<file path="src/sv/hfd_pkg.sv">
// hfd_pkg: shared types and constants for the hierarchical FSM dispatcher.
// Used by hfd_ctrl, hfd_datapath and hierarchical_fsm_dispatcher_unit.
`default_nettype none

package hfd_pkg;

	// Table sizes and signal width, fixed by the item field widths
	localparam int MAX_STATES      = 16;
	localparam int MAX_TRANSITIONS = 64;
	localparam int SIGNAL_BITS     = 8;

	localparam int STATE_W = 4;                           // state index field
	localparam int SLOT_W  = 6;                           // slot field
	localparam int SIG_W   = 8;                           // signal field
	localparam int SIDX_W  = $clog2(MAX_STATES);          // parent table index
	localparam int TIDX_W  = $clog2(MAX_TRANSITIONS);     // transition memory index
	localparam int TCNT_W  = 7;                           // transition count register
	localparam int SCNT_W  = 5;                           // state count register
	localparam int LVL_W   = SCNT_W;                      // ancestor level counter

	localparam logic [SIG_W-1:0] SIG_MASK = SIG_W'((32'd1 << SIGNAL_BITS) - 32'd1);

	// APB register map, word index
	localparam int               ADDR_W         = 4;
	localparam logic [1:0]       REG_NUM_STATES = 2'd0;
	localparam logic [1:0]       REG_NUM_TRANS  = 2'd1;
	localparam logic [1:0]       REG_INITIAL    = 2'd2;

	typedef enum logic [1:0] {
		OP_WR_PARENT = 2'd0,
		OP_WR_TRANS  = 2'd1,
		OP_RESTART   = 2'd2,
		OP_DISPATCH  = 2'd3
	} op_t;

	typedef enum logic [2:0] {
		STS_OK        = 3'd0,
		STS_NOMATCH   = 3'd1,
		STS_BADTARGET = 3'd2,
		STS_WALK      = 3'd3,
		STS_BADINDEX  = 3'd4
	} status_t;

	typedef struct packed {
		op_t                operation;
		logic [SLOT_W-1:0]  slot;
		logic [STATE_W-1:0] parent_state;
		logic               has_parent;
		logic [STATE_W-1:0] from_state;
		logic [SIG_W-1:0]   signal_code;
		logic [STATE_W-1:0] target_state;
		logic               target_valid;
	} item_t;

	typedef struct packed {
		logic               taken;
		status_t            status;
		logic [STATE_W-1:0] current_state;
	} result_t;

	typedef struct packed {
		logic [SCNT_W-1:0]  num_states;
		logic [TCNT_W-1:0]  num_trans;
		logic [STATE_W-1:0] initial_state;
	} cfg_t;

	typedef struct packed {
		logic               has_parent;
		logic [STATE_W-1:0] parent;
	} parent_entry_t;

	typedef struct packed {
		logic [STATE_W-1:0] src;
		logic [SIG_W-1:0]   sig;
		logic [STATE_W-1:0] target;
		logic               target_valid;
	} trans_entry_t;

	typedef enum logic [1:0] {
		S_IDLE = 2'd0,
		S_EXEC = 2'd1,
		S_SCAN = 2'd2,
		S_DONE = 2'd3
	} fsm_state_t;

	// controller -> datapath
	typedef struct packed {
		logic capture;   // latch the accepted item
		logic exec;      // decode and run the item's first step
		logic scan;      // one step of the transition scan
		logic emit;      // move the finished result to the output register
	} dp_cmd_t;

	// datapath -> controller
	typedef struct packed {
		logic exec_final;   // item finished in its first step
		logic scan_final;   // scan found its answer this cycle
	} dp_status_t;

endpackage

`default_nettype wire

</file>
<file path="src/sv/hierarchical_fsm_dispatcher_unit.sv">
// Hierarchical FSM dispatcher, top level. An accepted item passes through exec and then
// done; a dispatch that does not fail at once also scans the transitions in use at each
// level walked, stopping at the first match.
// One item at a time, paced by the scan (one entry per cycle, single read port). The next
// item is accepted the cycle after its result loads; a finished result waits for the last.
// Async reset: idle, no result pending, current state 0, registers 1/0/0; tables undefined.
`default_nettype none

module hierarchical_fsm_dispatcher_unit (
	input  wire                          clk,
	input  wire                          arst_n,
	// item channel
	input  wire                          item_valid,
	output logic                         item_ready,
	input  hfd_pkg::item_t               item,
	// result channel
	output logic                         result_valid,
	input  wire                          result_ready,
	output hfd_pkg::result_t             result,
	// APB register port
	input  wire                          psel,
	input  wire                          penable,
	input  wire                          pwrite,
	input  wire  [hfd_pkg::ADDR_W-1:0]   paddr,
	input  wire  [31:0]                  pwdata,
	output logic [31:0]                  prdata,
	output logic                         pready
);

	hfd_pkg::cfg_t       cfg_q;
	hfd_pkg::dp_cmd_t    cmd;
	hfd_pkg::dp_status_t sts;
	hfd_pkg::fsm_state_t state;
	logic                cfg_wr;
	logic [1:0]          reg_idx;

	// ---------------------------------------------------------------
	// Register block. Zero wait state; a transaction completes in the
	// access phase. Word index is paddr[3:2]; the byte offset is ignored.
	// Writes are only to be issued while the unit is idle; the block does not enforce it.
	// ---------------------------------------------------------------
	assign pready  = 1'b1;
	assign reg_idx = paddr[3:2];
	assign cfg_wr  = psel && penable && pwrite;

	always_ff @(posedge clk or negedge arst_n) begin
		if (!arst_n) begin
			cfg_q.num_states    <= hfd_pkg::SCNT_W'(1);
			cfg_q.num_trans     <= '0;
			cfg_q.initial_state <= '0;
		end else if (cfg_wr) begin
			unique case (reg_idx)
				hfd_pkg::REG_NUM_STATES:
					cfg_q.num_states <= pwdata[hfd_pkg::SCNT_W-1:0];
				hfd_pkg::REG_NUM_TRANS:
					cfg_q.num_trans <= pwdata[hfd_pkg::TCNT_W-1:0];
				hfd_pkg::REG_INITIAL:
					cfg_q.initial_state <= pwdata[hfd_pkg::STATE_W-1:0];
				default: ;  // unmapped: write ignored
			endcase
		end
	end

	always_comb begin
		unique case (reg_idx)
			hfd_pkg::REG_NUM_STATES: prdata = 32'(cfg_q.num_states);
			hfd_pkg::REG_NUM_TRANS:  prdata = 32'(cfg_q.num_trans);
			hfd_pkg::REG_INITIAL:    prdata = 32'(cfg_q.initial_state);
			default:                 prdata = '0;
		endcase
	end

	// ---------------------------------------------------------------
	// Controller: idle -> exec -> (scan)* -> done -> idle.
	// It owns item_ready and result_valid; the datapath owns payloads.
	// ---------------------------------------------------------------
	hfd_ctrl u_ctrl (
		.clk          (clk),
		.arst_n       (arst_n),
		.item_valid   (item_valid),
		.item_ready   (item_ready),
		.result_valid (result_valid),
		.result_ready (result_ready),
		.sts          (sts),
		.cmd          (cmd),
		.state        (state)
	);

	// ---------------------------------------------------------------
	// Datapath: parent table (flops), transition memory (registered
	// read), walk state, level counter, and the result registers.
	// During a dispatch the scan issues one memory read per cycle and
	// compares the entry read the cycle before; at the end of a level
	// it ends the walk or climbs to the parent and restarts at entry 0.
	// ---------------------------------------------------------------
	hfd_datapath u_dp (
		.clk    (clk),
		.arst_n (arst_n),
		.cfg    (cfg_q),
		.item   (item),
		.cmd    (cmd),
		.sts    (sts),
		.result (result)
	);

	// ---------------------------------------------------------------
	// Checks
	// ---------------------------------------------------------------
	// exec runs exactly in the cycle after an accepted transaction
	a_exec_follows_accept: assert property (@(posedge clk) disable iff (!arst_n)
		cmd.exec |-> $past(item_valid && item_ready))
		else $error("exec without a preceding accepted transaction");

	// a finished result never overwrites one still waiting at the output
	a_no_overwrite: assert property (@(posedge clk) disable iff (!arst_n)
		cmd.emit |-> (!result_valid || result_ready))
		else $error("result register overwritten while pending");

	// one item in flight: no accept in the cycle after an accept
	a_single_item: assert property (@(posedge clk) disable iff (!arst_n)
		(item_valid && item_ready) |=> !item_ready)
		else $error("second item accepted while busy");

	// the scan only runs in the scan state
	a_scan_state: assert property (@(posedge clk) disable iff (!arst_n)
		cmd.scan |-> (state == hfd_pkg::S_SCAN))
		else $error("scan step outside scan state");

	// a taken result always reports success
	a_taken_ok: assert property (@(posedge clk) disable iff (!arst_n)
		(result_valid && result.taken) |-> (result.status == hfd_pkg::STS_OK))
		else $error("taken result with failure status");

endmodule

`default_nettype wire

</file>
<file path="src/sv/hfd_ctrl.sv">
// hfd_ctrl: sequencing FSM for the dispatcher; owns both handshakes.
// Depends on hfd_pkg; drives hfd_datapath through dp_cmd_t.
`default_nettype none

module hfd_ctrl (
	input  wire                 clk,
	input  wire                 arst_n,
	input  wire                 item_valid,
	output logic                item_ready,
	output logic                result_valid,
	input  wire                 result_ready,
	input  hfd_pkg::dp_status_t sts,
	output hfd_pkg::dp_cmd_t    cmd,
	output hfd_pkg::fsm_state_t state
);

	hfd_pkg::fsm_state_t state_q, state_nxt;
	logic                out_valid_q;
	logic                out_free;

	assign out_free = !out_valid_q || result_ready;

	always_comb begin
		state_nxt = state_q;
		unique case (state_q)
			hfd_pkg::S_IDLE: begin
				if (item_valid) state_nxt = hfd_pkg::S_EXEC;
			end
			hfd_pkg::S_EXEC: begin
				state_nxt = sts.exec_final ? hfd_pkg::S_DONE : hfd_pkg::S_SCAN;
			end
			hfd_pkg::S_SCAN: begin
				if (sts.scan_final) state_nxt = hfd_pkg::S_DONE;
			end
			hfd_pkg::S_DONE: begin
				if (out_free) state_nxt = hfd_pkg::S_IDLE;
			end
			default: state_nxt = hfd_pkg::S_IDLE;
		endcase
	end

	always_comb begin
		cmd         = '0;
		item_ready  = 1'b0;
		unique case (state_q)
			hfd_pkg::S_IDLE: begin
				item_ready  = 1'b1;
				cmd.capture = item_valid;
			end
			hfd_pkg::S_EXEC: cmd.exec = 1'b1;
			hfd_pkg::S_SCAN: cmd.scan = 1'b1;
			hfd_pkg::S_DONE: cmd.emit = out_free;
			default: cmd = '0;
		endcase
	end

	always_ff @(posedge clk or negedge arst_n) begin
		if (!arst_n) begin
			state_q     <= hfd_pkg::S_IDLE;
			out_valid_q <= 1'b0;
		end else begin
			state_q <= state_nxt;
			if (cmd.emit)
				out_valid_q <= 1'b1;
			else if (result_ready)
				out_valid_q <= 1'b0;
		end
	end

	assign result_valid = out_valid_q;
	assign state        = state_q;

endmodule

`default_nettype wire

</file>
<file path="src/sv/hfd_datapath.sv">
// hfd_datapath: parent table, transition memory, scan counters, result registers.
// Depends on hfd_pkg; stepped by hfd_ctrl through dp_cmd_t.
`default_nettype none

module hfd_datapath (
	input  wire                 clk,
	input  wire                 arst_n,
	input  hfd_pkg::cfg_t       cfg,
	input  hfd_pkg::item_t      item,
	input  hfd_pkg::dp_cmd_t    cmd,
	output hfd_pkg::dp_status_t sts,
	output hfd_pkg::result_t    result
);

	localparam logic [hfd_pkg::SCNT_W-1:0] SC_MAX = hfd_pkg::SCNT_W'(hfd_pkg::MAX_STATES);
	localparam logic [hfd_pkg::TCNT_W-1:0] TC_MAX = hfd_pkg::TCNT_W'(hfd_pkg::MAX_TRANSITIONS);

	hfd_pkg::parent_entry_t par_q [hfd_pkg::MAX_STATES];
	hfd_pkg::trans_entry_t  tmem  [hfd_pkg::MAX_TRANSITIONS];

	hfd_pkg::item_t               item_q;
	hfd_pkg::result_t             res_q, out_q, res_nxt;
	hfd_pkg::trans_entry_t        rd_s1, wr_entry;
	logic                         rdv_s1;
	logic [hfd_pkg::STATE_W-1:0]  cur_q, s_q, cur_nxt;
	logic [hfd_pkg::LVL_W-1:0]    lvl_q, lvl_next;
	logic [hfd_pkg::TCNT_W-1:0]   addr_q;

	logic [hfd_pkg::SCNT_W-1:0]   sc;
	logic [hfd_pkg::TCNT_W-1:0]   tc;
	logic [hfd_pkg::SIG_W-1:0]    sig;
	hfd_pkg::parent_entry_t       par_rd;
	logic                         par_we, tr_we, cur_we;
	logic                         issue, hit, lvl_end, climb, final_exec, final_scan;

	assign sc       = (cfg.num_states > SC_MAX) ? SC_MAX : cfg.num_states;
	assign tc       = (cfg.num_trans > TC_MAX) ? TC_MAX : cfg.num_trans;
	assign sig      = item_q.signal_code & hfd_pkg::SIG_MASK;
	assign par_rd   = par_q[s_q[hfd_pkg::SIDX_W-1:0]];
	assign lvl_next = lvl_q + 1'b1;
	assign issue    = addr_q < tc;
	assign hit      = rdv_s1 && (rd_s1.src == s_q) && (rd_s1.sig == sig);
	assign lvl_end  = !rdv_s1 && !issue;
	assign climb    = lvl_end && par_rd.has_parent
	                  && ({1'b0, par_rd.parent} < sc) && (lvl_next < sc);

	assign wr_entry = '{src: item_q.from_state, sig: sig,
	                    target: item_q.target_state, target_valid: item_q.target_valid};

	always_comb begin
		res_nxt    = '{taken: 1'b0, status: hfd_pkg::STS_OK, current_state: cur_q};
		cur_nxt    = cur_q;
		cur_we     = 1'b0;
		par_we     = 1'b0;
		tr_we      = 1'b0;
		final_exec = 1'b1;
		final_scan = 1'b0;
		if (cmd.exec) begin
			unique case (item_q.operation)
				hfd_pkg::OP_WR_PARENT: begin
					if (item_q.slot < hfd_pkg::SLOT_W'(hfd_pkg::MAX_STATES)) begin
						par_we        = 1'b1;
						res_nxt.taken = 1'b1;
					end else begin
						res_nxt.status = hfd_pkg::STS_BADINDEX;
					end
				end
				hfd_pkg::OP_WR_TRANS: begin
					if (hfd_pkg::TCNT_W'(item_q.slot) < TC_MAX) begin
						tr_we         = 1'b1;
						res_nxt.taken = 1'b1;
					end else begin
						res_nxt.status = hfd_pkg::STS_BADINDEX;
					end
				end
				hfd_pkg::OP_RESTART: begin
					if ({1'b0, cfg.initial_state} < sc) begin
						cur_nxt       = cfg.initial_state;
						cur_we        = 1'b1;
						res_nxt.taken = 1'b1;
					end else begin
						res_nxt.status = hfd_pkg::STS_BADINDEX;
					end
				end
				hfd_pkg::OP_DISPATCH: begin
					if ({1'b0, cur_q} < sc)
						final_exec = 1'b0;
					else
						res_nxt.status = hfd_pkg::STS_NOMATCH;
				end
				default: res_nxt.status = hfd_pkg::STS_BADINDEX;
			endcase
		end else if (cmd.scan) begin
			priority if (hit) begin
				final_scan = 1'b1;
				if (!rd_s1.target_valid || ({1'b0, rd_s1.target} >= sc)) begin
					res_nxt.status = hfd_pkg::STS_BADTARGET;
				end else begin
					cur_nxt       = rd_s1.target;
					cur_we        = 1'b1;
					res_nxt.taken = 1'b1;
				end
			end else if (lvl_end && !climb) begin
				final_scan = 1'b1;
				// no parent or parent out of range ends the walk as no-match
				if (!par_rd.has_parent || ({1'b0, par_rd.parent} >= sc))
					res_nxt.status = hfd_pkg::STS_NOMATCH;
				else
					res_nxt.status = hfd_pkg::STS_WALK;
			end else begin
				final_scan = 1'b0;
			end
		end
		res_nxt.current_state = cur_nxt;
	end

	assign sts.exec_final = final_exec;
	assign sts.scan_final = final_scan;

	always_ff @(posedge clk or negedge arst_n) begin
		if (!arst_n) begin
			cur_q  <= '0;
			rdv_s1 <= 1'b0;
		end else begin
			if (cur_we) cur_q <= cur_nxt;
			if (cmd.scan && issue && !climb)
				rdv_s1 <= 1'b1;
			else
				rdv_s1 <= 1'b0;
		end
	end

	// Scan counters: the address runs ahead of the compare, which sees the entry addressed in the previous cycle
	always_ff @(posedge clk) begin
		if (cmd.capture) item_q <= item;
		if (cmd.exec) begin
			s_q    <= cur_q;
			addr_q <= '0;
			lvl_q  <= '0;
		end else if (cmd.scan) begin
			if (climb) begin
				s_q    <= par_rd.parent;
				addr_q <= '0;
				lvl_q  <= lvl_next;
			end else if (issue) begin
				addr_q <= addr_q + 1'b1;
			end
		end
		if ((cmd.exec && final_exec) || (cmd.scan && final_scan)) res_q <= res_nxt;
		if (cmd.emit) out_q <= res_q;
		if (par_we) par_q[item_q.slot[hfd_pkg::SIDX_W-1:0]] <=
			'{has_parent: item_q.has_parent, parent: item_q.parent_state};
	end

	// Transition memory: one write port, one registered read port
	always_ff @(posedge clk) begin
		if (tr_we) tmem[item_q.slot[hfd_pkg::TIDX_W-1:0]] <= wr_entry;
		rd_s1 <= tmem[addr_q[hfd_pkg::TIDX_W-1:0]];
	end

	assign result = out_q;

endmodule

`default_nettype wire

</file>
<file path="config.mk">
export PLATFORM = sky130hd
export DESIGN_NAME = hierarchical_fsm_dispatcher_unit
export DESIGN_NICKNAME = d
export VERILOG_FILES = /design/src/sv/hfd_pkg.sv /design/src/sv/hierarchical_fsm_dispatcher_unit.sv /design/src/sv/hfd_ctrl.sv /design/src/sv/hfd_datapath.sv
export SDC_FILE = /design/constraint.sdc
export NUM_CORES = 1
export LEC_CHECK = 0
export ABC_AREA = 1
export BUFFER_PORTS_ARGS = -buffer_cell sky130_fd_sc_hd__buf_4
export CORE_MARGIN = 4
export CORE_UTILIZATION = 28
export CTS_BUF_LIST = sky130_fd_sc_hd__clkbuf_8
export DETAILED_ROUTE_END_ITERATION = 6
export SYNTH_ARGS = -nofsm -noshare
export SYNTH_HDL_FRONTEND = slang
export SYNTH_SLANG_ARGS = --single-unit
</file>
<file path="constraint.sdc">
create_clock -name clk -period 3.9 [get_ports clk]
set_input_delay 0.78 -clock clk [delete_from_list [all_inputs] [get_ports clk]]
set_output_delay 0.78 -clock clk [all_outputs]
set_load 0.005 [all_outputs]
</file>
==> results list <==
- Area share of the largest cell type after synthesis: 71.7%
- Once the clock tree was built, the resizer swapped 0 gates to a different size.
- Global router's overall resource usage: 14.1%
- The analysis attributes to cell leakage a power of 19.2 nW.
* Drt wl/cell: 20.9 um
- Summing the sequential cell areas from Yosys gives 74.2% of the chip area.
- The number of global-route vias before repair was 30966.
* Commonest cells after routing, fill and taps aside: edfxtp_1 (1218), nor2_1 (815), o21ai_0 (690)
- First-pass iteration count of the detailed router: 6
* RD Place Congestion: 0.858
- The first global-routing pass estimated 204000 um of wire.
- Horizontal extent of the die: 435 um
* Count of mapped cells out of synthesis: 3950
- In this run the power density over the cells is 650 nW/um2.
- Number of register bits inferred by synthesis: 1275
* Slowest cell delay on critical path: 0.46 ns
- Total number of placement rows: 156
* Number of hold violations in the final report: 0
- Status: completed
* Via count of the routed design: 33185
- Across the run, the number of max-cap violations was 0.
- Number of antenna violations at the first check in global routing: 1
- Wire segments on met3 add up to 11200 um in the final route.
- Maximum clock frequency: 0.302 GHz
* Rel. slew slack: 19.8%
- For this design the top-level I/O count stands at 116.
- Subtracting the final worst setup slack from the clock period gives 3.32 ns.
- After detailed placement, the total cell area comes to 54600 um2.
- Top layer in use: met4
- Detail Placement HPWL: 79200 um
- Post-CTS Repair Setup Buffers: 0
* CTS tree: built
- Yosys mapped the design onto 50 distinct sky130hd cell types.
* Kind of start point of the critical path: flip-flop
- Library cell occupying the most area in the post-synthesis netlist: edfxtp_1
* Clock network latency to the later pin of the worst-skew pair: 0.87 ns
- Area added between synthesis and finish: 14.3%
- Routed metal-1 wire length: 59700 um
* Synthesized area divided by synthesized cell count: 12.9 um2
- Routed vias/inst: 4.98
- Starting utilization of the core area: 28.2%
- Die Footprint: 189000 um2
- The final layout contains routed wiring with a total length of 139000 um.
- For this run, the post-layout net count is 4227.
- In this run the clock root is driven by a clkbuf_8.
* Vertical die dimension: 435 um
- Worst-path maximum fanout: 40
* Top flip-flop cell by instance count after synthesis: edfxtp_1
* Worst IR drop on VDD: 0.394 mV
* Worst hold path type: input pin to flip-flop
- Number of synthesized flops with an enable pin: 1218
- The critical path is of the flip-flop to flip-flop type.
- Yosys Warn Count: 0
* Kind of cell adding the most delay to the critical path: simple AND/OR/NAND/NOR gates
- Setup violations remaining at the end of the flow were counted as 0.
- Main area contributors after synthesis: edfxtp_1 (72%), o21ai_0 (6.8%), nor2_1 (6.1%)
* Max-slew violation count: 0
* Fraction of registers with async set/reset: 1.88%
- Overall power consumption after layout is estimated at 37.9 mW.
- Sinks on the clock net: 1275
- Most Frequent Cell on Critical Path: nand2_1
- Summing all non-filler instances in the final layout gives an area of 58300 um2.
- At the pin with the least slew margin, the transition time is 1.20 ns.
- Summed over all nets, wire length on met2 after detailed routing comes to 64600 um.
- Area of the mapped netlist: 51000 um2
- Most common cell after layout, fill and taps aside: edfxtp_1
- Arrival time of data at the critical path endpoint: 3.86 ns
* Number of DRC violations after detailed routing: 0
- Req. time, crit path: 4.45 ns
- CTS H-tree lvls: 4
* Largest net degree at the start of global routing: 188
- Count of buffering cells on the critical path with inverters included: 2
* Final-layout setup total negative slack: 0 ns
- Unrepaired setup endpoints after global routing: no
* Slowest cell on the critical path: inv_2
- Number of I/O port buffers: 62
- CP cell instances: inv_2, o21ai_0, o221ai_1, nand3_1, nand2_1, ha_1, nand2_1, inv_1, o21ai_0, nand4_1, nor2_4, nand3_4, nand2_1, nand2_1, nand2_1, nand2_1
* Layout cell share with drive strength beyond 1: 12.0%
- The number of hold buffers added after CTS was 1.
- After global routing the overflow that remains totals 0.
- No sink is reached through more buffers than the 3 on the longest clock path.
* Final period util: 85.0%
- Worst setup EP type: flip-flop
- Number of buffers inserted during clock tree synthesis: 201
- DRC marker count from the first detailed-route iteration: 3746
* Worst-path clk slew: 0.06 ns
- Cells fill 32.2% of the core in the end.
- Setup skew after layout: 0.0525 ns
- Number of nets with antenna violations after detailed routing: 0
* Placeable core area: 181000 um2
==> power by group <==
part	switching, mW	leakage [nW]	internal, mW
Clock	5.27	2.12	5.13
Combinational	7.88	5.57	3.12
Sequential	0.547	11.5	15.9
Total	13.7	19.2	24.2
==> routing by layer <==
metal	global-route usage [%]	vias up
li1	-	15011
met1	19.5	16484
met2	22.2	1461
met3	2.79	229
met4	4.77	0
met5	0	-
==> Yosys cell counts (5+ instances only) <==
| master | instances |
|---|---|
| a21oi_1 | 24 |
| buf_1 | 5 |
| buf_2 | 58 |
| buf_4 | 48 |
| buf_6 | 12 |
| clkbuf_1 | 155 |
| dfrtp_1 | 23 |
| dfxtp_1 | 33 |
| edfxtp_1 | 1218 |
| ha_1 | 31 |
| inv_1 | 68 |
| nand2_1 | 166 |
| nand3_1 | 70 |
| nand3b_1 | 6 |
| nand4_1 | 10 |
| nor2_1 | 827 |
| o211ai_1 | 47 |
| o21ai_0 | 690 |
| o21ai_1 | 45 |
| o221ai_1 | 55 |
| o22ai_1 | 288 |
| or2_1 | 13 |
| xor2_1 | 9 |
==> sequential cells by signal, summed over array words and instances (netlist names), named ones only <==
signal               count
u_dp.tmem             1088
u_dp.par_q              80
u_dp.item_q             22
u_dp.rd_s1              17
cfg_q                   16
u_dp.res_q               8
u_dp.result              8
u_dp.sig                 8
u_dp.addr_q              7
u_dp.lvl_q               5
u_dp.cur_q               4
u_dp.s_q                 4
u_ctrl.state             2
u_ctrl.result_valid      1
u_dp.rdv_s1              1
==> worst paths after layout <==
path	cells after the start	to	from	slack (ns)
max	16	u_dp.res_q[2]	flip-flop	0.58
min	1	u_dp.item_q[29]	item[29]	0.08
max reg2reg	16	u_dp.res_q[2]	flip-flop	0.58
min reg2reg	0	u_dp.result[1]	u_dp.res_q[1]	0.41
max in group asynchronous	2	cfg_q[11]	arst_n	3.22
min in group asynchronous	2	u_ctrl.state[0]	arst_n	0.37
==> worst register-to-register path, stage by stage (launching register included) <==
cell and delay (ns):
dfxtp_1 0.32, inv_2 0.46, o21ai_0 0.17, o221ai_1 0.21, nand3_1 0.12, nand2_1 0.14, ha_1 0.29, nand2_1 0.08
inv_1 0.04, o21ai_0 0.21, nand4_1 0.20, nor2_4 0.17, nand3_4 0.14, nand2_1 0.09, nand2_1 0.05, nand2_1 0.10
nand2_1 0.20
==> through the flow <==
step	setup slack (ns)	hold slack, ns	instances
after floorplan	1.09	0.400	3974
after global placement	0.613	0.406	6289
after detailed placement	0.597	0.409	6289
after CTS	0.549	0.00261	6658
after global routing	0.256	0.0244	6659
final	0.585	0.0835	6660
==> cell families (layout without fill, tap and decap cells) <==
family	Yosys count	in the layout	share of synthesized area [%]
AO/OA/AOI/OAI	1162	1162	12.8
XOR/XNOR	11	11	0.189
adder cells (fa/ha/maj)	31	31	0.760
buffers and inverters	356	670	3.32
flip-flops	1275	1275	74.2
other	2	28	0.0147
AND/OR/NAND/NOR	1113	1113	8.68
==> final cells by class <==
| cell class | instances | area (um2) |
|---|---|---|
| Tap cell | 2370 | 2970 |
| Antenna cell | 2 | 5.00 |
| Sequential cell | 1275 | 37900 |
| Timing Repair Buffer | 227 | 1920 |
| Multi-Input combinational cell | 2343 | 11600 |
| Clock inverter | 166 | 876 |
| Fill cell | 17782 | 123000 |
| Clock buffer | 202 | 2780 |
| Inverter | 75 | 309 |
(Power assumes the default switching activity.)
